<file path="src/rtl/core/assert_macros.svh">
`ifndef ASSERT_MACROS_SVH
`define ASSERT_MACROS_SVH
// concurrent checks on the local clk, off while rst is high
`define GPG_ASSERT(label, prop, msg) \
  label: assert property (@(posedge clk) disable iff (rst) prop) else $error(msg);
// implication form: cond at an edge requires expr at that edge
`define GPG_ASSERT_IMPL(label, cond, expr, msg) \
  label: assert property (@(posedge clk) disable iff (rst) (cond) |-> (expr)) else $error(msg);
`endif

</file>
<file path="src/rtl/core/gpg_pkg.sv">
package gpg_pkg;

  localparam int COORD_BITS = 12;
  localparam int PT_W       = 15;
  localparam int DIFF_W     = 16;
  localparam int AX_W       = 17;
  localparam int PROD_W     = DIFF_W + AX_W;
  localparam int NUM_W      = PROD_W + 1;
  localparam int LEN_W      = 32;
  localparam int D2_W       = 2 * DIFF_W;
  localparam int SQ_IN_W    = D2_W + 8;
  localparam int ROOT_W     = SQ_IN_W / 2;
  localparam int SQ_RW      = ROOT_W + 2;
  localparam int RAD_W      = 16;
  localparam int DIV_W      = 32;
  localparam int Q_W        = 8;
  localparam int T_W        = Q_W + 1;
  localparam int COLOR_W    = 32;
  localparam int CH_W       = 8;
  localparam int N_CH       = COLOR_W / CH_W;
  localparam int BL_W       = 20;
  localparam int CFG_IDX_W  = 3;
  localparam int CFG_DATA_W = 32;

  localparam logic [T_W-1:0] T_ONE = T_W'(256);

  // register indexes
  localparam logic [CFG_IDX_W-1:0] REG_MODE        = 3'd0;
  localparam logic [CFG_IDX_W-1:0] REG_COLOR_START = 3'd1;
  localparam logic [CFG_IDX_W-1:0] REG_COLOR_END   = 3'd2;
  localparam logic [CFG_IDX_W-1:0] REG_POINT_X0    = 3'd3;
  localparam logic [CFG_IDX_W-1:0] REG_POINT_Y0    = 3'd4;
  localparam logic [CFG_IDX_W-1:0] REG_POINT_X1    = 3'd5;
  localparam logic [CFG_IDX_W-1:0] REG_POINT_Y1    = 3'd6;
  localparam logic [CFG_IDX_W-1:0] REG_RADIUS      = 3'd7;

  typedef struct packed {
    logic                    mode;
    logic [COLOR_W-1:0]      color_start;
    logic [COLOR_W-1:0]      color_end;
    logic signed [PT_W-1:0]  x0;
    logic signed [PT_W-1:0]  y0;
    logic signed [PT_W-1:0]  x1;
    logic signed [PT_W-1:0]  y1;
    logic [RAD_W-1:0]        radius;
  } cfg_t;

  // per-pixel values after the product stages
  typedef struct packed {
    logic                    radial;
    logic signed [NUM_W-1:0] num;
    logic [LEN_W-1:0]        len2;
    logic [D2_W-1:0]         d2;
  } pre_t;

  // fraction source carried alongside the divider
  typedef struct packed {
    logic           use_div;
    logic [T_W-1:0] fixed_t;
  } div_side_t;

endpackage

</file>
<file path="src/rtl/core/gpg_sqrt.sv">
module gpg_sqrt import gpg_pkg::*; (
  input  logic              clk,
  input  logic              rst,
  input  logic              en,
  input  logic              in_v,
  input  pre_t              in_pre,
  output logic              out_v,
  output pre_t              out_pre,
  output logic [ROOT_W-1:0] root
);

  typedef struct packed {
    logic [SQ_IN_W-1:0] val;
    logic [SQ_RW-1:0]   rem;
    logic [ROOT_W-1:0]  root;
  } sq_t;

  // one result bit per stage, two radicand bits consumed
  function automatic sq_t sq_step(sq_t p);
    logic [SQ_RW-1:0] cur;
    logic [SQ_RW-1:0] trial;
    sq_t r;
    cur   = {p.rem[SQ_RW-3:0], p.val[SQ_IN_W-1 -: 2]};
    trial = {p.root, 2'b01};
    r.val = p.val << 2;
    if (cur >= trial) begin
      r.rem  = cur - trial;
      r.root = {p.root[ROOT_W-2:0], 1'b1};
    end else begin
      r.rem  = cur;
      r.root = {p.root[ROOT_W-2:0], 1'b0};
    end
    return r;
  endfunction

  logic [ROOT_W-1:0] vld;
  sq_t               st   [ROOT_W];
  sq_t               nxt  [ROOT_W];
  pre_t              side [ROOT_W];
  sq_t               start;

  assign start = '{val: {in_pre.d2, 8'h00}, rem: '0, root: '0};

  always_comb begin
    nxt[0] = sq_step(start);
    for (int k = 1; k < ROOT_W; k++) begin
      nxt[k] = sq_step(st[k-1]);
    end
  end

  always_ff @(posedge clk) begin
    if (rst) begin
      vld <= '0;
    end else if (en) begin
      vld <= {vld[ROOT_W-2:0], in_v};
    end
  end

  always_ff @(posedge clk) begin
    if (en) begin
      side[0] <= in_pre;
      for (int k = 0; k < ROOT_W; k++) begin
        st[k] <= nxt[k];
      end
      for (int k = 1; k < ROOT_W; k++) begin
        side[k] <= side[k-1];
      end
    end
  end

  assign out_v   = vld[ROOT_W-1];
  assign out_pre = side[ROOT_W-1];
  assign root    = st[ROOT_W-1].root;

endmodule

</file>
<file path="config.mk">
export PLATFORM = sky130hd
export DESIGN_NAME = gpg_sqrt
export DESIGN_NICKNAME = d
export VERILOG_FILES = /design/src/rtl/core/assert_macros.svh /design/src/rtl/core/gpg_pkg.sv /design/src/rtl/core/gpg_sqrt.sv
export SDC_FILE = /design/constraint.sdc
export NUM_CORES = 2
export LEC_CHECK = 0
export ABC_AREA = 1
export BUFFER_PORTS_ARGS = -buffer_cell sky130_fd_sc_hd__buf_4
export CORE_ASPECT_RATIO = 1.75
export CORE_MARGIN = 5
export CORE_UTILIZATION = 40
export CTS_BUF_LIST = sky130_fd_sc_hd__clkbuf_16
export CTS_CLUSTER_SIZE = 20
export DETAILED_ROUTE_END_ITERATION = 16
export PLACE_DENSITY = 0.61
export SLEW_MARGIN = 0
export SYNTH_ARGS = -nofsm -noshare
export SYNTH_HDL_FRONTEND = slang
export SYNTH_SLANG_ARGS = --single-unit
</file>
<file path="constraint.sdc">
create_clock -name clk -period 3 [get_ports clk]
set_input_delay 0.15 -clock clk [delete_from_list [all_inputs] [get_ports clk]]
set_output_delay 0.15 -clock clk [all_outputs]
set_load 0.05 [all_outputs]
</file>
==> metrics.txt <==
CORE AREA=0.244 mm2; CP bufs+invs=0; Final Max Tran Viols=0; most frequent cells in the layout=edfxtp_1 (2544), nand2_1 (1552), inv_1 (816), nor2_1 (439), buf_4 (317); per-cell routed wire length=18.8 um; Slew headroom=40.1%; H-tree depth=4; hold depth=4; PwrDens=730 mW/mm2; M2 GR Usage=31.1%; Worst Reg-to-Reg Cells=9; unrepaired setup endpoints after global routing=no; Setup-failing EPs final=0; Layout Area Growth over Synthesis=16.8%; GRT Resource Usage Total=15.9%; Die X=383 um; Warnings, synthesis=0; Final Total Pwr=83.2 mW; GRT busiest layer=met2; EDFF count, synth=2544; Sw Pwr=20.5 mW; number of remaining DRC errors=0; Layout Skew=81.5 ps; ys async rst share=0%; leakage=44.0 nW; vias in the first global route=53300; HP Start=in_pre[30]; minimum clock period=2880 ps; combinational power share=10.9%; largest net degree at the start of global routing=132; Setup TNS=0 ps; Clock Latency Late Sink=880 ps; r2r startpoint=st[1][260]$_DFFE_PP_; GR Layer Usage met1=15.2%; port buffer count=222; Seq cells post-synth=2564; Post-Syn Area=0.0976 mm2; sequential share of power=52.9%; Crit path arrival time=3430 ps; max-capacitance violation count=0; Top FF cell, synth=edfxtp_1; r2r endpoint=st[2][33]$_DFFE_PP_; CP max stage delay=720 ps; Detailed Route WL=206000 um; clock power share=36.2%; Clock Root Buffer=clkbuf_16; TritonCTS buffer count=237; CP required=3550 ps; switching power share of the total=24.6%; CTS max path bufs=4; Cells after Synth=6781; vias=51000; P_int=62.7 mW; Iteration-0 DRC Markers=2580; Endpoint, Worst Hold=st[0][21]$_DFFE_PP_; Post-CTS Setup Bufs=0; GP Congestion=0.939; Yosys top cell area share=78.3%; sequential area share after synthesis=78.7%; status=complete, no violations; syn_area_per_cell=14.4 um2; count of final hold-check violations=0; layout cell share with drive strength beyond 1=10.6%; Hold Crit Class=in -> reg; CP max-delay cell=a21oi_1; R2R setup slack=120 ps; met3 Track Usage GR=2.21%; final period utilization=96.1%; Die ar.=0.254 mm2; hold buffers post-CTS=203; initial antenna violation count=3; final net count=7837; clock-pin slew on the worst setup and hold paths=70 ps; fmax=347 MHz; 1st-pass router iterations=5; element type at the critical path end=register; CP most frequent cell=nand2_1; Die Y=663 um; leading area contributor after synthesis=edfxtp_1; Post-Syn Nets=7111; DP HPWL=147000 um; Initial Util=40.1%; CP top delay family=compound AO/OA/AOI/OAI gates; CP max FO=21; row count=240; Detail Route Antenna Nets=0; CP Launch Type=register; post-CTS sizing=0; vias per cell=4.65; worst setup path class=reg -> reg; Distinct cells, synth=53; most common cell after layout, fill and taps aside=edfxtp_1; global-route wire length before repair=308000 um; I/O pin count=223; Clock Sinks=2564; worst vdd ir=598 uV; Worst Tran Pin Value=899 ps; top cells by area, synth=edfxtp_1 (78%), nand2_1 (6.0%), inv_1 (3.0%); CTS tree=yes; GRT Residual Overflow=0; crit-path cells=ha_1, nand2_1, o21ai_2, nand2_1, nand2_1, nand2_1, nand2_2, nor2_4, a21oi_1
power groups by stage:
stage | Clock (mW) | Sequential (mW) | Combinational (mW)
3_5_place_dp | 0 | 44.8 | 8.90
2_1_floorplan | 0 | 44.3 | 5.29
4_1_cts | 31.3 | 44.1 | 9.14
6_report | 30.1 | 44.0 | 9.03
5_1_grt | 32.7 | 44.2 | 10.0
3_3_place_gp | 0 | 44.8 | 8.86
state kept, by name, summed over array words and instances, names as in the netlist:
| signal | cells |
|---|---|
| side | 1980 |
| st | 564 |
| vld | 20 |
tightest hold or removal path, delay by kind of cell:
kind / cells / cell delay, ps
buffers and inverters: 3 / 690
and+or+nand+nor: 1 / 50
final cells by class:
cell class / instances / area [um2]
clock buffers: 238 / 5960
clock inverters: 194 / 1850
well taps: 3267 / 4090
diodes: 2 / 5.00
repair buffers: 552 / 5060
flip-flops and latches: 2564 / 76800
multi-input cells: 3361 / 17300
fillers: 21200 / 130000
inverters: 791 / 2970
synthesized netlist by cell type (all sizes together), types with 32 or more instances:
| library cell | instances |
|---|---|
| xnor2 | 70 |
| nand4 | 75 |
| nor3 | 32 |
| a21oi | 251 |
| ha | 224 |
| edfxtp | 2544 |
| nand3 | 296 |
| inv | 791 |
| xor2 | 86 |
| nor2 | 463 |
| o21ai | 179 |
| nand2 | 1578 |
| buf | 57 |
| nand3b | 49 |
layer usage:
| metal | vias to the layer above | routed length [um] |
|---|---|---|
| met5 | - | 0 |
| met4 | 0 | 16000 |
| met3 | 575 | 6780 |
| met2 | 1042 | 114000 |
| met1 | 24300 | 69100 |
| li1 | 25100 | - |
through the flow:
stage / area (um2) / hold slack (ps) / setup WS, ps / util, % / instances
final: 114000 / 95.9 / 117 / 46.8 / 11000
after global routing: 114000 / 82.2 / 97.9 / 46.8 / 11000
after global placement: 104000 / 328 / 244 / 42.8 / 10300
after floorplan: 97600 / 249 / 739 / - / 6781
after detailed placement: 104000 / 329 / 244 / 42.8 / 10300
after CTS: 114000 / 5.96 / 199 / 46.8 / 11000
kinds of logic after synthesis:
kind of cell	count (synthesis)	share of synthesized area, %
adder cells (fa/ha/maj)	227	2.93
AO/OA/AOI/OAI	455	2.48
AND/OR/NAND/NOR	2522	10.9
other	1	0.00384
buffers and inverters	856	3.59
flip-flops	2564	78.7
XOR/XNOR	156	1.40
worst max path at each step:
stage / endpoint / cells after the start / slack [ps] / startpoint
3_3_place_gp: st[2][33]$_DFFE_PP_ / 9 / 240 / st[1][260]$_DFFE_PP_
6_report: st[2][33]$_DFFE_PP_ / 9 / 120 / st[1][260]$_DFFE_PP_
5_1_grt: st[2][29]$_DFFE_PP_ / 12 / 100 / st[1][241]$_DFFE_PP_
4_1_cts: st[2][33]$_DFFE_PP_ / 9 / 200 / st[1][260]$_DFFE_PP_
3_5_place_dp: st[2][33]$_DFFE_PP_ / 9 / 240 / st[1][260]$_DFFE_PP_
2_1_floorplan: st[4][191]$_DFFE_PP_ / 10 / 740 / st[4][101]$_DFFE_PP_
Power figures use the tool's default switching activity.
