==> src/rtl/core/assert_macros.svh <==
`ifndef ASSERT_MACROS_SVH
`define ASSERT_MACROS_SVH
// concurrent checks on the local clk, off while rst is high
`define GPG_ASSERT(label, prop, msg) \
  label: assert property (@(posedge clk) disable iff (rst) prop) else $error(msg);
// implication form: cond at an edge requires expr at that edge
`define GPG_ASSERT_IMPL(label, cond, expr, msg) \
  label: assert property (@(posedge clk) disable iff (rst) (cond) |-> (expr)) else $error(msg);
`endif

==> src/rtl/core/gpg_pkg.sv <==
package gpg_pkg;

  localparam int COORD_BITS = 12;
  localparam int PT_W       = 15;
  localparam int DIFF_W     = 16;
  localparam int AX_W       = 17;
  localparam int PROD_W     = DIFF_W + AX_W;
  localparam int NUM_W      = PROD_W + 1;
  localparam int LEN_W      = 32;
  localparam int D2_W       = 2 * DIFF_W;
  localparam int SQ_IN_W    = D2_W + 8;
  localparam int ROOT_W     = SQ_IN_W / 2;
  localparam int SQ_RW      = ROOT_W + 2;
  localparam int RAD_W      = 16;
  localparam int DIV_W      = 32;
  localparam int Q_W        = 8;
  localparam int T_W        = Q_W + 1;
  localparam int COLOR_W    = 32;
  localparam int CH_W       = 8;
  localparam int N_CH       = COLOR_W / CH_W;
  localparam int BL_W       = 20;
  localparam int CFG_IDX_W  = 3;
  localparam int CFG_DATA_W = 32;

  localparam logic [T_W-1:0] T_ONE = T_W'(256);

  // register indexes
  localparam logic [CFG_IDX_W-1:0] REG_MODE        = 3'd0;
  localparam logic [CFG_IDX_W-1:0] REG_COLOR_START = 3'd1;
  localparam logic [CFG_IDX_W-1:0] REG_COLOR_END   = 3'd2;
  localparam logic [CFG_IDX_W-1:0] REG_POINT_X0    = 3'd3;
  localparam logic [CFG_IDX_W-1:0] REG_POINT_Y0    = 3'd4;
  localparam logic [CFG_IDX_W-1:0] REG_POINT_X1    = 3'd5;
  localparam logic [CFG_IDX_W-1:0] REG_POINT_Y1    = 3'd6;
  localparam logic [CFG_IDX_W-1:0] REG_RADIUS      = 3'd7;

  typedef struct packed {
    logic                    mode;
    logic [COLOR_W-1:0]      color_start;
    logic [COLOR_W-1:0]      color_end;
    logic signed [PT_W-1:0]  x0;
    logic signed [PT_W-1:0]  y0;
    logic signed [PT_W-1:0]  x1;
    logic signed [PT_W-1:0]  y1;
    logic [RAD_W-1:0]        radius;
  } cfg_t;

  // per-pixel values after the product stages
  typedef struct packed {
    logic                    radial;
    logic signed [NUM_W-1:0] num;
    logic [LEN_W-1:0]        len2;
    logic [D2_W-1:0]         d2;
  } pre_t;

  // fraction source carried alongside the divider
  typedef struct packed {
    logic           use_div;
    logic [T_W-1:0] fixed_t;
  } div_side_t;

endpackage

==> src/rtl/core/gpg_if.sv <==


interface gpg_cfg_if import gpg_pkg::*; ();
  logic                  valid;
  logic                  ready;
  logic [CFG_IDX_W-1:0]  index;
  logic [CFG_DATA_W-1:0] data;
  modport source (output valid, index, data, input ready);
  modport sink (input valid, index, data, output ready);
endinterface

==> src/rtl/core/gpg_cfg.sv <==
module gpg_cfg import gpg_pkg::*; (
  input  logic      clk,
  input  logic      rst,
  gpg_cfg_if.sink   cfg,
  output cfg_t      regs
);

  assign cfg.ready = 1'b1;

  always_ff @(posedge clk) begin
    if (rst) begin
      regs <= '0;
    end else if (cfg.valid) begin
      case (cfg.index)
        REG_MODE:        regs.mode        <= cfg.data[0];
        REG_COLOR_START: regs.color_start <= cfg.data[COLOR_W-1:0];
        REG_COLOR_END:   regs.color_end   <= cfg.data[COLOR_W-1:0];
        REG_POINT_X0:    regs.x0          <= cfg.data[PT_W-1:0];
        REG_POINT_Y0:    regs.y0          <= cfg.data[PT_W-1:0];
        REG_POINT_X1:    regs.x1          <= cfg.data[PT_W-1:0];
        REG_POINT_Y1:    regs.y1          <= cfg.data[PT_W-1:0];
        REG_RADIUS:      regs.radius      <= cfg.data[RAD_W-1:0];
        default: ;
      endcase
    end
  end

endmodule

==> src/flat_wrapper.sv <==
// flat-port wrapper written by rule: the top's interface ports become plain ports
module gpg_cfg_flat import gpg_pkg::*;
  (clk, rst, regs, cfg_valid, cfg_index, cfg_data, cfg_ready);
  gpg_cfg_if cfg_i ();
  input  logic clk;
  input  logic rst;
  output cfg_t regs;
  input wire logic [$bits(cfg_i.valid)-1:0] cfg_valid;
  input wire logic [$bits(cfg_i.index)-1:0] cfg_index;
  input wire logic [$bits(cfg_i.data)-1:0] cfg_data;
  output wire logic [$bits(cfg_i.ready)-1:0] cfg_ready;
  assign cfg_i.valid = cfg_valid;
  assign cfg_i.index = cfg_index;
  assign cfg_i.data = cfg_data;
  assign cfg_ready = cfg_i.ready;
  gpg_cfg u_core (.clk(clk), .rst(rst), .cfg(cfg_i), .regs(regs));
endmodule
==> config.mk <==
export PLATFORM = sky130hd
export DESIGN_NAME = gpg_cfg_flat
export DESIGN_NICKNAME = d
export VERILOG_FILES = /design/src/rtl/core/assert_macros.svh /design/src/rtl/core/gpg_pkg.sv /design/src/rtl/core/gpg_if.sv /design/src/rtl/core/gpg_cfg.sv /design/src/flat_wrapper.sv
export SDC_FILE = /design/constraint.sdc
export NUM_CORES = 1
export LEC_CHECK = 0
export BUFFER_PORTS_ARGS = -buffer_cell sky130_fd_sc_hd__clkbuf_2
export CAP_MARGIN = 20
export CORE_MARGIN = 4
export CORE_UTILIZATION = 38
export DETAILED_ROUTE_END_ITERATION = 16
export GPL_ROUTABILITY_DRIVEN = 1
export GPL_TIMING_DRIVEN = 0
export PLACE_DENSITY = 0.67
export SLEW_MARGIN = 25
export SYNTH_ARGS = -nofsm -noshare
export SYNTH_HDL_FRONTEND = slang
export SYNTH_SLANG_ARGS = --single-unit
==> constraint.sdc <==
create_clock -name clk -period 1.1 [get_ports clk]
set_input_delay 0.165 -clock clk [delete_from_list [all_inputs] [get_ports clk]]
set_output_delay 0.165 -clock clk [all_outputs]
set_load 0.05 [all_outputs]
==> flow_metrics.py <==
metrics = {
    "clock_network": {
        "clkSlewWorstSetupHoldPaths_ns": 0.07,
        "root_buffer": "clkbuf_16",
        "numCtsBuffers": 17,
        "clockBufferDepth": 2,
        "h-tree-depth": 4,
        "clk_latency_ns": 0.41,
        "clock_sinks": 141,
        "cts_tree": "built",
    },
    "flow_run": {
        "cap_violations": 0,
    },
    "critical_path": {
        "worstSetupStartpointType": "flip-flop",
        "r2r_start": "u_core.regs[40]",
        "max_stage_delay_ns": 0.37,
        "critPathArrivalTime_ns": 0.96,
        "cp_data_required_time_ns": 0.94,
        "crit_fanout": 2,
        "critPathCaptureType": "output pin",
        "critPathBufInv": 1,
        "path_cells": "clkbuf_16",
        "reg2reg_slack_ns": 0.23,
        "rr_endpoint": "u_core.regs[40]",
        "path_class": "reg2out",
        "critical_path.top_delay_family": "flip-flops",
        "cp_slowest_cell": "dfxtp_2",
        "reg2reg_depth": 3,
    },
    "min_path": {
        "min_path_cells": 3,
        "min-delay-start": "cfg_data[24]",
        "min_to": "u_core.regs[132]",
        "min_path_type": "in2reg",
    },
    "power_and_ir_drop": {
        "power.leakage_uw": 0.00496,
        "ir_drop_v": 0.000996,
        "p_per_area_nw_per_um2": 1250,
    },
    "die": {
        "dieHeight_um": 131,
        "rows": 44,
        "core_um2": 14700,
        "dieArea_um2": 17200,
        "die_w_um": 131,
        "initial_core_util": 0.392,
        "ios": 180,
    },
    "final_layout": {
        "regMostFlops": "u_core.regs",
        "drive_above_1_share": 0.570,
        "largest_register_ffs": 141,
        "top_regs": "u_core.regs x141",
        "antenna_cells": 0,
        "num-nets-final": 804,
        "area_growth_pct": 84.6,
        "fin_cells": 963,
    },
    "logic_synthesis": {
        "synth.avg_cell_area_um2": 11.4,
        "yosysMostFrequentCell": "nand2b_1",
        "synthTopCellsByArea": "dfxtp_1, mux2i_1, nand2b_1",
        "seq_area_frac_synth": 0.490,
        "synth_seq_cells": 141,
        "synth_edf_count": 0,
        "ys.flop_type": "dfxtp_1",
        "synthCells": 505,
        "synth.distinct_cells": 16,
        "synthArstFlopShare": 0,
        "synth_warnings": 0,
        "synth_top_cells_by_count": "nand2b_1, dfxtp_1, mux2i_1",
        "synth_top_area_share": 0.490,
        "synth.net_count": 543,
        "syn_area_um2": 5760,
        "synth_area_leader_cell": "dfxtp_1",
    },
    "timing": {
        "fin_ws_ns": -0.0266,
        "fin_tns_setup_ns": -0.352,
        "rsz0062_at_grt": "true",
        "finalSetupViolations": 41,
        "fin_skew_ns": 0,
        "finalCritPeriodShare": 1.02,
        "hold_viol_final": 0,
        "clock.fmax_mhz": 888,
        "final_max_slew_viol_count": 0,
        "worst_pin_slew_ns": 0.506,
        "relSlewSlack": 0.662,
        "period_needed_ns": 1.13,
    },
    "placement": {
        "dp.cells": 863,
        "place_hpwl_mm": 11.5,
        "io_buffers": 174,
        "routabilityCongestion": 0.756,
    },
    "drt": {
        "vias": 4656,
        "drt-total-wl_mm": 19.3,
        "routed_via_density": 4.83,
        "firstDrtPassIters": 4,
        "detail-route-antenna-nets": 0,
        "drc": 0,
        "wl_per_cell_um": 20.0,
        "drtIter0Drc": 145,
    },
    "global_routing": {
        "grt_pass1_vias": 5083,
        "grt_pass1_wl_mm": 29.4,
        "track_usage": 0.217,
        "grt_overflow": 0,
        "grt_antenna_before_repair": 0,
        "grt_max_degree": 17,
    },
    "run_status": {
        "outcome": "finished, violations left",
        "violations": "setup timing",
    },
}
worst max-delay path by stage:
stage	start	endpoint	slack, ns	depth (start not counted)
final	u_core.regs[38]	regs[38]	-0.03	1
after floorplan	cfg_index[2]	u_core.regs[77]	0.05	5
after global routing	u_core.regs[90]	regs[90]	-0.05	1
after detailed placement	rst	u_core.regs[83]	-0.53	5
after CTS	u_core.regs[29]	regs[29]	-0.03	1
after global placement	rst	u_core.regs[13]	-0.49	6
final cells by class:
cell class	count	area [um^2]
fill	892	4070
buffer	39	290
timing repair buffer	242	3790
multi-input combinational	325	2660
clock buffer	17	425
sequential	141	3010
tap	184	230
clock inverter	15	219
stage by stage:
step	hold slack (ns)	area, um^2	total power (uW)	setup WS (ns)	util
floorplan	0.341	5760	6260	0.0529	-
global placement	0.431	6860	6590	-0.488	0.467
detailed placement	0.443	6860	6610	-0.527	0.467
CTS	0.00460	10300	13300	-0.0343	0.703
global route	0.0314	10600	13700	-0.0491	0.723
finish	0.0266	10600	13300	-0.0266	0.723
logic make-up (layout without fill, tap and decap cells):
group | count (synthesis) | count (layout) | synth area share
flops | 141 | 141 | 0.490
buf+inv | 39 | 313 | 0.0484
mux | 141 | 141 | 0.245
other cells | 1 | 1 | 0.000651
simple gates | 183 | 183 | 0.216
placed cells by master, fill, tap and decap left out:
| cell type | Yosys | layout |
|---|---|---|
| conb_1 | 1 | 1 |
| nand4_4 | 1 | 1 |
| buf_1 | 1 | 1 |
| and4bb_1 | 1 | 1 |
| dfxtp_2 | 0 | 135 |
| nand4bb_1 | 3 | 3 |
| buf_12 | 3 | 3 |
| clkbuf_16 | 0 | 115 |
| nand4b_4 | 3 | 3 |
| buf_6 | 7 | 7 |
| clkbuf_1 | 17 | 8 |
| nand2b_1 | 173 | 172 |
| nor4b_1 | 1 | 1 |
| clkbuf_2 | 0 | 41 |
| clkinvlp_4 | 0 | 3 |
| dfxtp_4 | 0 | 6 |
| nand2b_2 | 0 | 1 |
| clkinv_2 | 0 | 4 |
| mux2i_1 | 141 | 141 |
| buf_2 | 4 | 5 |
| dlygate4sd3_1 | 0 | 7 |
| clkinv_4 | 0 | 2 |
| bufinv_16 | 0 | 5 |
| inv_6 | 0 | 1 |
| buf_4 | 7 | 68 |
| and4bb_2 | 1 | 1 |
| buf_8 | 0 | 43 |
per-layer routing:
| metal | vias up | part of all wire | track usage |
|---|---|---|---|
| li1 | 2193 | - | - |
| met1 | 2270 | 0.40 | 0.243 |
| met2 | 156 | 0.52 | 0.396 |
| met3 | 37 | 0.047 | 0.0570 |
| met4 | 0 | 0.029 | 0.0858 |
| met5 | - | 0 | 0 |
where the power goes:
part           leakage, uW  internal, uW  switching (uW)
registers          0.00121          5230             116
logic              0.00344           811             856
clock network     0.000309          4020            2300
what timing repair did:
action / 4_1_cts / 5_1_grt
endpoints found under the hold margin: 12 / 0
resized for setup: 526 / 60
cloned: 0 / 0
setup buffers: 31 / 30
setup endpoints to repair: 201 / 183
hold buffers: 7 / 0
Note: power is estimated with default switching activity, not from simulation.
