<file path="src/rtl/core/assert_macros.svh">
`ifndef ASSERT_MACROS_SVH
`define ASSERT_MACROS_SVH
// concurrent checks on the local clk, off while rst is high
`define GPG_ASSERT(label, prop, msg) \
  label: assert property (@(posedge clk) disable iff (rst) prop) else $error(msg);
// implication form: cond at an edge requires expr at that edge
`define GPG_ASSERT_IMPL(label, cond, expr, msg) \
  label: assert property (@(posedge clk) disable iff (rst) (cond) |-> (expr)) else $error(msg);
`endif

</file>
<file path="src/rtl/core/gpg_pkg.sv">
package gpg_pkg;

  localparam int COORD_BITS = 12;
  localparam int PT_W       = 15;
  localparam int DIFF_W     = 16;
  localparam int AX_W       = 17;
  localparam int PROD_W     = DIFF_W + AX_W;
  localparam int NUM_W      = PROD_W + 1;
  localparam int LEN_W      = 32;
  localparam int D2_W       = 2 * DIFF_W;
  localparam int SQ_IN_W    = D2_W + 8;
  localparam int ROOT_W     = SQ_IN_W / 2;
  localparam int SQ_RW      = ROOT_W + 2;
  localparam int RAD_W      = 16;
  localparam int DIV_W      = 32;
  localparam int Q_W        = 8;
  localparam int T_W        = Q_W + 1;
  localparam int COLOR_W    = 32;
  localparam int CH_W       = 8;
  localparam int N_CH       = COLOR_W / CH_W;
  localparam int BL_W       = 20;
  localparam int CFG_IDX_W  = 3;
  localparam int CFG_DATA_W = 32;

  localparam logic [T_W-1:0] T_ONE = T_W'(256);

  // register indexes
  localparam logic [CFG_IDX_W-1:0] REG_MODE        = 3'd0;
  localparam logic [CFG_IDX_W-1:0] REG_COLOR_START = 3'd1;
  localparam logic [CFG_IDX_W-1:0] REG_COLOR_END   = 3'd2;
  localparam logic [CFG_IDX_W-1:0] REG_POINT_X0    = 3'd3;
  localparam logic [CFG_IDX_W-1:0] REG_POINT_Y0    = 3'd4;
  localparam logic [CFG_IDX_W-1:0] REG_POINT_X1    = 3'd5;
  localparam logic [CFG_IDX_W-1:0] REG_POINT_Y1    = 3'd6;
  localparam logic [CFG_IDX_W-1:0] REG_RADIUS      = 3'd7;

  typedef struct packed {
    logic                    mode;
    logic [COLOR_W-1:0]      color_start;
    logic [COLOR_W-1:0]      color_end;
    logic signed [PT_W-1:0]  x0;
    logic signed [PT_W-1:0]  y0;
    logic signed [PT_W-1:0]  x1;
    logic signed [PT_W-1:0]  y1;
    logic [RAD_W-1:0]        radius;
  } cfg_t;

  // per-pixel values after the product stages
  typedef struct packed {
    logic                    radial;
    logic signed [NUM_W-1:0] num;
    logic [LEN_W-1:0]        len2;
    logic [D2_W-1:0]         d2;
  } pre_t;

  // fraction source carried alongside the divider
  typedef struct packed {
    logic           use_div;
    logic [T_W-1:0] fixed_t;
  } div_side_t;

endpackage

</file>
<file path="src/rtl/core/gpg_div.sv">
module gpg_div import gpg_pkg::*; (
  input  logic             clk,
  input  logic             rst,
  input  logic             en,
  input  logic             in_v,
  input  div_side_t        in_side,
  input  logic [DIV_W-1:0] num,
  input  logic [DIV_W-1:0] den,
  output logic             out_v,
  output div_side_t        out_side,
  output logic [Q_W-1:0]   q
);

  typedef struct packed {
    logic [DIV_W-1:0] rem;
    logic [DIV_W-1:0] den;
    logic [Q_W-1:0]   q;
  } dv_t;

  // restoring step, numerator below the divisor on entry
  function automatic dv_t dv_step(dv_t p);
    logic [DIV_W:0] r2;
    dv_t r;
    r2    = {p.rem, 1'b0};
    r.den = p.den;
    if (r2 >= {1'b0, p.den}) begin
      r.rem = DIV_W'(r2 - {1'b0, p.den});
      r.q   = {p.q[Q_W-2:0], 1'b1};
    end else begin
      r.rem = DIV_W'(r2);
      r.q   = {p.q[Q_W-2:0], 1'b0};
    end
    return r;
  endfunction

  logic [Q_W-1:0] vld;
  dv_t            st   [Q_W];
  dv_t            nxt  [Q_W];
  div_side_t      side [Q_W];
  dv_t            start;

  assign start = '{rem: num, den: den, q: '0};

  always_comb begin
    nxt[0] = dv_step(start);
    for (int k = 1; k < Q_W; k++) begin
      nxt[k] = dv_step(st[k-1]);
    end
  end

  always_ff @(posedge clk) begin
    if (rst) begin
      vld <= '0;
    end else if (en) begin
      vld <= {vld[Q_W-2:0], in_v};
    end
  end

  always_ff @(posedge clk) begin
    if (en) begin
      side[0] <= in_side;
      for (int k = 0; k < Q_W; k++) begin
        st[k] <= nxt[k];
      end
      for (int k = 1; k < Q_W; k++) begin
        side[k] <= side[k-1];
      end
    end
  end

  assign out_v    = vld[Q_W-1];
  assign out_side = side[Q_W-1];
  assign q        = st[Q_W-1].q;

endmodule

</file>
<file path="config.mk">
export PLATFORM = sky130hd
export DESIGN_NAME = gpg_div
export DESIGN_NICKNAME = d
export VERILOG_FILES = /design/src/rtl/core/assert_macros.svh /design/src/rtl/core/gpg_pkg.sv /design/src/rtl/core/gpg_div.sv
export SDC_FILE = /design/constraint.sdc
export NUM_CORES = 1
export LEC_CHECK = 0
export BUFFER_PORTS_ARGS = -buffer_cell sky130_fd_sc_hd__buf_4
export CAP_MARGIN = 0
export CELL_PAD_IN_SITES_DETAIL_PLACEMENT = 0
export CELL_PAD_IN_SITES_GLOBAL_PLACEMENT = 1
export CORE_UTILIZATION = 50
export CTS_BUF_LIST = sky130_fd_sc_hd__clkbuf_8 sky130_fd_sc_hd__clkbuf_16
export CTS_CLUSTER_DIAMETER = 200
export DETAILED_ROUTE_END_ITERATION = 8
export PLACE_DENSITY = 0.84
export SKIP_LAST_GASP = 1
export SYNTH_ARGS = -nofsm -noshare
export SYNTH_HDL_FRONTEND = slang
export SYNTH_SLANG_ARGS = --single-unit
export TNS_END_PERCENT = 5
</file>
<file path="constraint.sdc">
create_clock -name clk -period 3.75 [get_ports clk]
set_input_delay 0.5625 -clock clk [delete_from_list [all_inputs] [get_ports clk]]
set_output_delay 0.5625 -clock clk [all_outputs]
set_load 0.005 [all_outputs]
</file>
==> summary.md <==
| Metric | Value |
|---|---|
| First-pass GRT wire length | 109.8 mm |
| Pre-Repair DR Iteration Count | 7 |
| Initial antenna violation count | 0 |
| Ant. Diodes | 0 |
| Synth top area share | around half |
| Clock power share | 20.4% |
| Avg Cell Area, Syn | 11.03 µm² |
| Synth Cell Area | roughly 33000 µm² |
| CP most frequent cell | buf_4 |
| CP endpoint kind | flip-flop |
| CP Class | reg2reg |
| Fin crit share | around 97% |
| Final Critical Period | 3.630 ns |
| Post-synth top area cell | edfxtp_1 |
| DRC Markers | 0 |
| Area of the multi-input gates | 14070 µm² |
| H-tree depth reported by CTS | 2 |
| Min-Delay Path Class | in2reg |
| Largest stage delay on the critical path | ~0.47 ns |
| Initial DRC count | 1127 |
| Worst Setup Start Kind | flip-flop |
| CTS tree | done |
| CTS Buf Count | between 50 and 60 |
| IO Port Bufs | 96 |
| Site row count | 93 |
| Vias in the first global route | 22.15k |
| Worst relative slew slack | 49.83% |
| PwrDens | between 700 and 800 nW/µm² |
| Die height | between 200 and 300 µm |
| Yosys reg bits | approximately 570 |
| Post-CTS setup buffer count | 0 |
| Placement Setup Slack | -0.08357 ns |
| Clock Path Buffers | 3 |
| Req. time, crit path | 4.11 ns |
| GR Util All Layers | roughly a fifth |
| WP data arrival | around 4.0 ns |
| Final nets | roughly 3.5k |
| Largest net degree at the start of global routing | 84 |
| Final worst setup slack | between 0.1 and 0.15 ns |
| Skew final | about 0.021 ns |
| Worst reg2reg path startpoint | st[0][14] |
| Fin Setup TNS | 0 ns |
| Sw Ratio | 35.07% |
| RSZ-0062 raised after global routing | true |
| Worst vdd ir | 0.4324 mV |
| Register area share after synthesis | 52.04% |
| Outcome | completed |
| Power share of the sequential group | 35.1% |
| R2R setup slack | 0.12 ns |
| Slowest-stage cell, CP | a2111o_1 |
| I/O pins | 97 |
| Wire per inst | approximately 17 µm |
| Post-cts sizing count | 0 |
| Number of synthesized flops with an enable pin | between 500 and 600 |
| Worst-path clk slew | about 0.060 ns |
| CP endpoint | st[0][143] |
| Max-cap viol count | 0 |
| Critical path, cell by cell | inv_1, ha_1, a2111o_1, o21ai_0, buf_4, a211oi_1, buf_4, nor2_1, o211ai_1, o31ai_1, xnor2_1, mux2_2 |
| Cells after Synth | between 2k and 3k |
| Synth warn | 0 |
| Synth cell count leaders | edfxtp_1, inv_1, ha_1 |
| Critical path launch point | st[0][14] |
| Crit path max fanout | 5 |
| Part of the power in combinational logic | between 40% and 50% |
| Core Area | 64700 µm² |
| Total number of vias | 22.14k |
| Grt ovf | 0 |
| P&R area growth vs syn | 13.94% |
| Worst slew pin tran | between 0.7 and 0.8 ns |
| CTS sink cnt | 572 |
| Via density per instance | around 5.4 |
| Synth Net Count | roughly 3.3k |
| Switching pwr | ~9900 µW |
| RD Place Congestion | about 0.94 |
| Clk Latency, worst-skew pair | a little over 0.6 ns |
| Leak | approximately 0.016 µW |
| Reg-to-Reg End | st[0][143] |
| Ratio of cells with drive above 1 in the final layout | between 10 and 15% |
| WHS Path Cells | 1 |
| Starting Density | between 50% and 60% |
| Final setup vio count | 0 |
| Fmax | 275.5 MHz |
| Most common cell in the netlist | edfxtp_1 |
| CTS Root Cell | clkbuf_16 |
| Predominant post-synthesis flop cell | edfxtp_1 |
| ANT nets after route | 0 |
| Asr flop ratio synth | 0% |
| FF+latch area | 17100 µm² |
| Hold_buf cts | 0 |
| Die W | ~260 µm |
| Final wirelength | between 60 and 70 mm |
| Die ar. | between 60000 and 70000 µm² |
| Final Hold Viols | 0 |
| Register-to-Register Path Depth | 12 |
| Ranking of synthesized cells by area | edfxtp_1, ha_1, inv_1 |
| Fillers | roughly 5.3k |
| Synth cell types | a little under 80 |
| Final HPWL DP | 52.69 mm |
| Internal power | 18240 µW |
| Slew Viols, Final | 0 |
[placed cells by master (no fill, tap or decap), types with 31 or more instances in the layout]
cell type,synthesis,routed
a21o_1,132,132
a21oi_1,242,240
buf_4,19,232
clkbuf_16,0,61
edfxtp_1,564,564
ha_1,255,255
inv_1,325,335
mux2_2,75,75
nand2_1,206,206
nand2b_1,37,37
nand3_1,55,55
nand4_1,47,47
nor2_1,160,158
nor2b_1,31,31
o21ai_0,190,189
o21bai_1,32,31
xnor2_1,109,109
xor2_1,80,80
[power by group through the flow]
stage	Clock (µW)	Combinational (µW)	Sequential (µW)
floorplan	0	9030	9650
global route	6140	13800	10000
CTS	5890	12400	9870
global placement	0	12000	9970
finish	5720	12500	9870
detailed placement	0	12300	9990
[worst max-delay path: cells and delay by family, from the launching register on]
family | cells | cell delay, ns
adder cells (fa/ha/maj) | 1 | 0.36
XOR/XNOR | 1 | 0.11
buffers and inverters | 3 | 0.44
AND/OR/NAND/NOR | 1 | 0.36
flip-flops | 1 | 0.42
multiplexers | 1 | 0.28
AO/OA/AOI/OAI | 5 | 1.43
[sequential cells by signal (all words and copies together) (netlist names)]
| name | flops |
|---|---|
| side | 80 |
| st | 484 |
| vld | 8 |
[how the worst min path moves through the flow]
stage / endpoint / start / slack, ns
6_report: side[0][4] / in_side[4] / 0.11
5_1_grt: side[0][4] / in_side[4] / 0.08
3_5_place_dp: side[0][15] / side[0][5] / 0.40
4_1_cts: side[0][1] / in_side[1] / 0.08
2_1_floorplan: side[0][10] / side[0][0] / 0.40
3_3_place_gp: side[0][24] / side[0][14] / 0.40
[cell type report]
| cell class | count | share of cell area (%) |
|---|---|---|
| inverters | 326 | 3.269 |
| clock inverters | 48 | 1.023 |
| flip-flops and latches | 572 | 45.67 |
| well taps | 855 | 2.858 |
| multi-input cells | 1976 | 37.60 |
| clock buffers | 63 | 4.122 |
| repair buffers | 247 | 5.455 |
[logic make-up after synthesis]
| kind of cell | after synthesis | synth area share [%] |
|---|---|---|
| AO/OA/AOI/OAI | 786 | 14.99 |
| AND/OR/NAND/NOR | 644 | 9.327 |
| flip-flops | 572 | 52.04 |
| XOR/XNOR | 189 | 5.039 |
| multiplexers | 95 | 3.195 |
| adder cells (fa/ha/maj) | 262 | 10.14 |
| buffers and inverters | 430 | 5.267 |
[routing by layer]
metal / track usage (%) / share of wire (%) / vias to the layer above
li1: - / - / 11220
met5: 0 / 0 / -
met1: 24.26 / 43 / 10280
met3: 2.836 / 3.4 / 165
met2: 36.24 / 49 / 483
met4: 9.040 / 4.3 / 0
[per-stage QoR]
step	utilization [%]	cell area (µm²)	power (µW)	hold WS (ns)	instances
floorplan	-	32850	18690	0.4003	2978
global placement	54.82	35470	22000	0.4006	3975
detailed placement	54.82	35470	22280	0.4045	3975
CTS	57.79	37390	28140	0.07797	4086
global route	57.86	37430	29990	0.08024	4087
finish	57.86	37430	28100	0.1143	4087
(Power assumes the default switching activity.)
