File: src/rtl/core/assert_macros.svh
`ifndef ASSERT_MACROS_SVH
`define ASSERT_MACROS_SVH
// concurrent checks on the local clk, off while rst is high
`define GPG_ASSERT(label, prop, msg) \
  label: assert property (@(posedge clk) disable iff (rst) prop) else $error(msg);
// implication form: cond at an edge requires expr at that edge
`define GPG_ASSERT_IMPL(label, cond, expr, msg) \
  label: assert property (@(posedge clk) disable iff (rst) (cond) |-> (expr)) else $error(msg);
`endif

File: src/rtl/core/gpg_pkg.sv
package gpg_pkg;

  localparam int COORD_BITS = 12;
  localparam int PT_W       = 15;
  localparam int DIFF_W     = 16;
  localparam int AX_W       = 17;
  localparam int PROD_W     = DIFF_W + AX_W;
  localparam int NUM_W      = PROD_W + 1;
  localparam int LEN_W      = 32;
  localparam int D2_W       = 2 * DIFF_W;
  localparam int SQ_IN_W    = D2_W + 8;
  localparam int ROOT_W     = SQ_IN_W / 2;
  localparam int SQ_RW      = ROOT_W + 2;
  localparam int RAD_W      = 16;
  localparam int DIV_W      = 32;
  localparam int Q_W        = 8;
  localparam int T_W        = Q_W + 1;
  localparam int COLOR_W    = 32;
  localparam int CH_W       = 8;
  localparam int N_CH       = COLOR_W / CH_W;
  localparam int BL_W       = 20;
  localparam int CFG_IDX_W  = 3;
  localparam int CFG_DATA_W = 32;

  localparam logic [T_W-1:0] T_ONE = T_W'(256);

  // register indexes
  localparam logic [CFG_IDX_W-1:0] REG_MODE        = 3'd0;
  localparam logic [CFG_IDX_W-1:0] REG_COLOR_START = 3'd1;
  localparam logic [CFG_IDX_W-1:0] REG_COLOR_END   = 3'd2;
  localparam logic [CFG_IDX_W-1:0] REG_POINT_X0    = 3'd3;
  localparam logic [CFG_IDX_W-1:0] REG_POINT_Y0    = 3'd4;
  localparam logic [CFG_IDX_W-1:0] REG_POINT_X1    = 3'd5;
  localparam logic [CFG_IDX_W-1:0] REG_POINT_Y1    = 3'd6;
  localparam logic [CFG_IDX_W-1:0] REG_RADIUS      = 3'd7;

  typedef struct packed {
    logic                    mode;
    logic [COLOR_W-1:0]      color_start;
    logic [COLOR_W-1:0]      color_end;
    logic signed [PT_W-1:0]  x0;
    logic signed [PT_W-1:0]  y0;
    logic signed [PT_W-1:0]  x1;
    logic signed [PT_W-1:0]  y1;
    logic [RAD_W-1:0]        radius;
  } cfg_t;

  // per-pixel values after the product stages
  typedef struct packed {
    logic                    radial;
    logic signed [NUM_W-1:0] num;
    logic [LEN_W-1:0]        len2;
    logic [D2_W-1:0]         d2;
  } pre_t;

  // fraction source carried alongside the divider
  typedef struct packed {
    logic           use_div;
    logic [T_W-1:0] fixed_t;
  } div_side_t;

endpackage

File: src/rtl/core/gpg_front.sv
module gpg_front import gpg_pkg::*; (
  input  logic                  clk,
  input  logic                  rst,
  input  logic                  en,
  input  logic                  in_v,
  input  logic [COORD_BITS-1:0] px,
  input  logic [COORD_BITS-1:0] py,
  input  cfg_t                  regs,
  output logic                  out_v,
  output pre_t                  pre
);

  // stage 1: offsets and axis
  logic                     v1, rad1;
  logic signed [DIFF_W-1:0] dpx, dpy;
  logic signed [AX_W-1:0]   ax, ay;
  // stage 2: products
  logic                     v2, rad2;
  logic signed [PROD_W-1:0] plx, ply;
  logic [D2_W-1:0]          sqx, sqy;
  logic [LEN_W-1:0]         llx, lly;

  logic signed [PROD_W-1:0]   plx_c, ply_c;
  logic signed [D2_W-1:0]     sqx_c, sqy_c;
  logic signed [2*AX_W-1:0]   llx_c, lly_c;

  assign plx_c = dpx * ax;
  assign ply_c = dpy * ay;
  assign sqx_c = dpx * dpx;
  assign sqy_c = dpy * dpy;
  assign llx_c = ax * ax;
  assign lly_c = ay * ay;

  always_ff @(posedge clk) begin
    if (rst) begin
      v1 <= 1'b0;
      v2 <= 1'b0;
      out_v <= 1'b0;
    end else if (en) begin
      v1 <= in_v;
      v2 <= v1;
      out_v <= v2;
    end
  end

  always_ff @(posedge clk) begin
    if (en) begin
      rad1 <= regs.mode;
      dpx  <= $signed({{(DIFF_W-COORD_BITS){1'b0}}, px}) - DIFF_W'(regs.x0);
      dpy  <= $signed({{(DIFF_W-COORD_BITS){1'b0}}, py}) - DIFF_W'(regs.y0);
      ax   <= AX_W'(regs.x1) - AX_W'(regs.x0);
      ay   <= AX_W'(regs.y1) - AX_W'(regs.y0);

      rad2 <= rad1;
      plx  <= plx_c;
      ply  <= ply_c;
      sqx  <= $unsigned(sqx_c);
      sqy  <= $unsigned(sqy_c);
      llx  <= LEN_W'($unsigned(llx_c));
      lly  <= LEN_W'($unsigned(lly_c));

      pre.radial <= rad2;
      pre.num    <= NUM_W'(plx) + NUM_W'(ply);
      pre.len2   <= llx + lly;
      pre.d2     <= sqx + sqy;
    end
  end

endmodule

File: config.mk
export PLATFORM = sky130hd
export DESIGN_NAME = gpg_front
export DESIGN_NICKNAME = d
export VERILOG_FILES = /design/src/rtl/core/assert_macros.svh /design/src/rtl/core/gpg_pkg.sv /design/src/rtl/core/gpg_front.sv
export SDC_FILE = /design/constraint.sdc
export NUM_CORES = 2
export LEC_CHECK = 0
export BUFFER_PORTS_ARGS = -buffer_cell sky130_fd_sc_hd__buf_2
export CELL_PAD_IN_SITES_DETAIL_PLACEMENT = 1
export CELL_PAD_IN_SITES_GLOBAL_PLACEMENT = 1
export CORE_ASPECT_RATIO = 1.25
export CORE_MARGIN = 4
export CORE_UTILIZATION = 47
export CTS_BUF_LIST = sky130_fd_sc_hd__clkbuf_4 sky130_fd_sc_hd__clkbuf_8
export DETAILED_ROUTE_END_ITERATION = 10
export PLACE_DENSITY = 0.91
export SKIP_LAST_GASP = 1
export SLEW_MARGIN = 5
export SYNTH_ARGS = -nofsm -noshare
export SYNTH_HDL_FRONTEND = slang
export SYNTH_SLANG_ARGS = --single-unit
File: constraint.sdc
create_clock -name clk -period 5.8 [get_ports clk]
set_input_delay 0.29 -clock clk [delete_from_list [all_inputs] [get_ports clk]]
set_output_delay 0.29 -clock clk [all_outputs]
set_load 0.02 [all_outputs]
==> results of run 1 <==
==> cell usage after synthesis, types with 77 or more instances <==
cell	count	share of area
edfxtp_1	353	0.15
a21o_1	114	0.012
clkbuf_1	208	0.011
o21ai_0	80	0.0056
nor2_1	384	0.020
ha_1	678	0.12
and2_1	340	0.030
xnor2_1	276	0.034
fa_1	1463	0.41
xor2_1	77	0.0094
inv_1	1924	0.10
nand2_1	622	0.032
a21oi_1	179	0.012
==> cell families after synthesis <==
kind of cell,after synthesis,share of synthesized area
flip-flops,356,0.148
buffers and inverters,2152,0.112
AND/OR/NAND/NOR,1654,0.108
XOR/XNOR,353,0.0430
adder cells (fa/ha/maj),2141,0.525
multiplexers,9,0.00127
AO/OA/AOI/OAI,670,0.0616
==> routing by layer <==
metal / track usage / GRT overflow
met1: 0.709 / 26
met2: 0.858 / 809
met3: 0.666 / 21
met4: 0.782 / 488
met5: 0.503 / 1
==> timing repair <==
action,4_1_cts
gates resized for setup,360
pin swaps,162
endpoints found under the hold margin,81
setup endpoints to repair,116
hold buffers,30
buffers inserted,98
==> per-stage QoR <==
step | std cells | TNS, ns | util
floorplan | 7335 | -1.97 | -
global placement | 10300 | -17.71 | 0.543
detailed placement | 10300 | -54.73 | 0.543
CTS | 10500 | -59.08 | 0.569
==> impl_metrics.ini, run 1 <==
[run_status]
outcome = stopped before the end
haltStage = global routing (5_1_grt)
error = [ERROR GRT-0232] Routing congestion too high. Check the congestion heatmap in the GUI.

[cts]
clock-sinks = 356
cts_inserted_buffers = 72
h-tree-depth = 3
cts_buffer_depth = 3
root_buffer = clkbuf_8

[die]
num_io_pins = 269
die_y_um = 445
start_util = 0.472
rows = 160
fp.dieW_um = 358

[place]
place_ws_ns = -1.18
place_area_um2 = 82700
gp_congestion = 0.918
dp_hpwl_um = 230000
io_buffers = 188

[synth]
yosys_register_bits = 356
netlist_instances = 7335
syn_avg_cell_area_um2 = 9.80
yosysSeqAreaShare = 0.148
yosys_warnings = 0
syn-num-nets = 9645
syn_area_um2 = 71900
async_flop_share = 0
synth_enable_flop_cells = 353
yosys.cell_types.count = 82
synthFlopType = edfxtp_1

[timing]
grt_worst_setup_endpoint = plx[31]$_DFFE_PP_/D
worst-ep-kind = sequential cell input

[global_route]
track_usage = 0.747
grt_start_max_net_pins = 127
grt_overflow = 1345
==> inputs of run 2 (changes only) <==
- CELL_PAD_IN_SITES_DETAIL_PLACEMENT: 1 -> unset
- CELL_PAD_IN_SITES_GLOBAL_PLACEMENT: 1 -> unset
- CORE_ASPECT_RATIO: 1.25 -> unset
- CORE_UTILIZATION: 47 -> 40
- CTS_BUF_LIST: sky130_fd_sc_hd__clkbuf_4 sky130_fd_sc_hd__clkbuf_8 -> unset
- PLACE_DENSITY: 0.91 -> unset
- PLACE_DENSITY_LB_ADDON: unset -> 0.15
- clock period: 5.8 -> 7.5 ns (I/O delays scaled with it)
==> run 2 against run 1 <==
The flow now finishes without violations. Area after synthesis stayed put. Synthesized cell count stayed put.
==> impl_metrics.ini, run 2 <==
[die]
dieArea_um2 = 187000
fp.dieW_um = 432
die_y_um = 432
core_area_um2 = 179000
rows = 155
start_util = 0.402
num_io_pins = 269

[cts]
root_buffer = clkbuf_16
h-tree-depth = 2
cts_buffer_depth = 3
clock-sinks = 356
clk_latency_ns = 0.66
path_clk_slew_ns = 0.07
cts_inserted_buffers = 47
cts_tree = built

[place]
dp_hpwl_um = 155000
io_buffers = 188
gp_congestion = 0.875

[layout]
antenna_cells = 0
reg_top3 = pre (99), plx (32), ply (32)
largest_reg_flops = 99
top_register = pre
finalNetCount = 9894
layout-drive-gt1-share = 0.0703
areaGrowthSynthToFinish_pct = 9.34
final_common_cell = inv_1
final_cell_mix = inv_1 (1924), fa_1 (1463), ha_1 (678), nand2_1 (622), nor2_1 (383)

[drt]
ant_nets = 0
drc_errors = 0
dr.pass1.iters = 6
avgRoutedWirePerCell_um = 18.3
detail_route.wirelength_um = 183000
viasPerCell = 4.89
drt_iter0_drc = 2394
num_vias = 48800

[synth]
netlist_top_cells_count = inv_1 (1924), fa_1 (1463), ha_1 (678)
yosysMostFrequentCell = inv_1
yosysSeqAreaShare = 0.148
synth_fa_ha_area_frac = 0.525
synth_enable_flop_cells = 353
synth-compound-area-share = 0.0616
netlist_instances = 7335
syn_avg_cell_area_um2 = 9.80
synth_simple_gate_area_frac = 0.108
yosys_warnings = 0
synthXorXnorAreaFrac = 0.0430
yosys.cell_types.count = 82
yosysTopAreaCellShare = 0.407
synth_top_family_by_area = adder cells
yosys.area.top_type = fa_1
async_flop_share = 0
syn_area_um2 = 71900
synthFlopType = edfxtp_1
synthTopCellsByArea = fa_1 (41%), edfxtp_1 (15%), ha_1 (12%), inv_1 (10%), xnor2_1 (3.4%)
syn-num-nets = 9645
synth_mux_area_frac = 0.00127
yosys_register_bits = 356

[critical_path]
cpMaxStageDelayCell = fa_1
crit_required_ns = 7.91
cp-end-kind = register
crit_path_start_kind = register
worstPathMaxFanout = 4
critPathBufInv = 9
crit_type = register to register
crit_family = adder cells
max_stage_delay_ns = 0.53
arrival_ns = 7.45

[global_route]
track_usage = 0.203
grt_start_max_net_pins = 146
grt_pass1_vias = 52900
antenna_found_initial = 9
grt_pass1_wl_um = 295000
grt_overflow = 0

[timing]
max_freq_mhz = 142
worst_pin_slew_ns = 1.01
drv_slew = 0
rsz0062_at_grt = no
max-slew-margin-rel = 0.328
hold_viol = 0
finClkSkew_ns = 0.0243
fin_crit_sh = 0.939
setup_viol = 0
tns_ns = 0
min_period_ns = 7.05

[run_status]
outcome = finished clean

[min_path]
worstHoldPathType = input port to register

[run]
cap_violations = 0
[run 2: cell counts after synthesis]
Identical to the previous run, type by type.
[run 2: final timing paths]
| kind | startpoint | endpoint | slack (ns) | cells past startpoint |
|---|---|---|---|---|
| min | regs[74] | dpx[13]$_DFFE_PP_ | 0.06 | 2 |
| max | ay[12]$_DFFE_PP_ | lly[30]$_DFFE_PP_ | 0.45 | 25 |
| max reg2reg | ay[12]$_DFFE_PP_ | lly[30]$_DFFE_PP_ | 0.45 | 25 |
| min reg2reg | rad1$_DFFE_PP_ | rad2$_DFFE_PP_ | 0.43 | 0 |
[run 2: per-layer routing]
layer,global-route usage,vias up,share of wire
li1,-,22700,-
met1,0.278,25000,0.44
met3,0.0269,168,0.045
met4,0.0513,0,0.027
met5,0,-,0
met2,0.342,904,0.49
[run 2: metrics by stage]
step | hold WS [ns] | area [µm²] | cells | worst slack (ns) | utilization
3_3_place_gp | 0.405 | 76700 | 9872 | 0.290 | 0.429
2_1_floorplan | 0.400 | 71900 | 7335 | 1.06 | -
5_1_grt | 0.0301 | 78600 | 9977 | 0.0147 | 0.440
6_report | 0.0578 | 78600 | 9977 | 0.454 | 0.440
3_5_place_dp | 0.419 | 76700 | 9872 | 0.297 | 0.429
4_1_cts | 0.000568 | 78500 | 9963 | 0.257 | 0.439
[run 2: layout make-up]
class | count | area, µm²
fillers | 17300 | 100000
flip-flops and latches | 356 | 10700
well taps | 2355 | 2950
multi-input cells | 4827 | 53100
repair buffers | 413 | 2830
inverters | 1939 | 7280
clock inverters | 37 | 554
clock buffers | 50 | 1190
[run 2: repair_timing]
| item | in CTS | in global routing |
|---|---|---|
| gates resized for setup | 0 | 1 |
| hold endpoints to repair | 6 | 0 |
| setup endpoints to repair | 0 | 5 |
| hold buffers | 4 | 0 |
| setup buffers | 0 | 14 |
[run 2: worst register-to-register path: stages (launching register included)]
cell and delay, ns:
edfxtp_1 0.35, clkinv_1 0.38, buf_4 0.34, nor2_1 0.23
inv_1 0.08, fa_1 0.48, inv_1 0.06, fa_1 0.53
inv_1 0.05, fa_1 0.49, inv_1 0.05, fa_1 0.45
fa_1 0.48, inv_1 0.05, fa_1 0.47, inv_1 0.04
ha_1 0.30, nand2_1 0.16, nor3_1 0.27, o211ai_1 0.27
nand2_1 0.15, o221ai_1 0.25, o311ai_0 0.47, buf_4 0.18
a21oi_1 0.07, xnor2_1 0.12
[run 2: kinds of logic after synthesis]
family                     count (synthesis)
buffers and inverters                   2152
and+or+nand+nor                         1654
xor gates and xnor gates                 353
muxes                                      9
DFF                                      356
adders and majority gates               2141
AOI/OAI and AO/OA                        670
Power of run 2 is left out: the tool's default activity adds up to more than one toggle a clock period on the data nets, which glitch-free logic cannot reach.
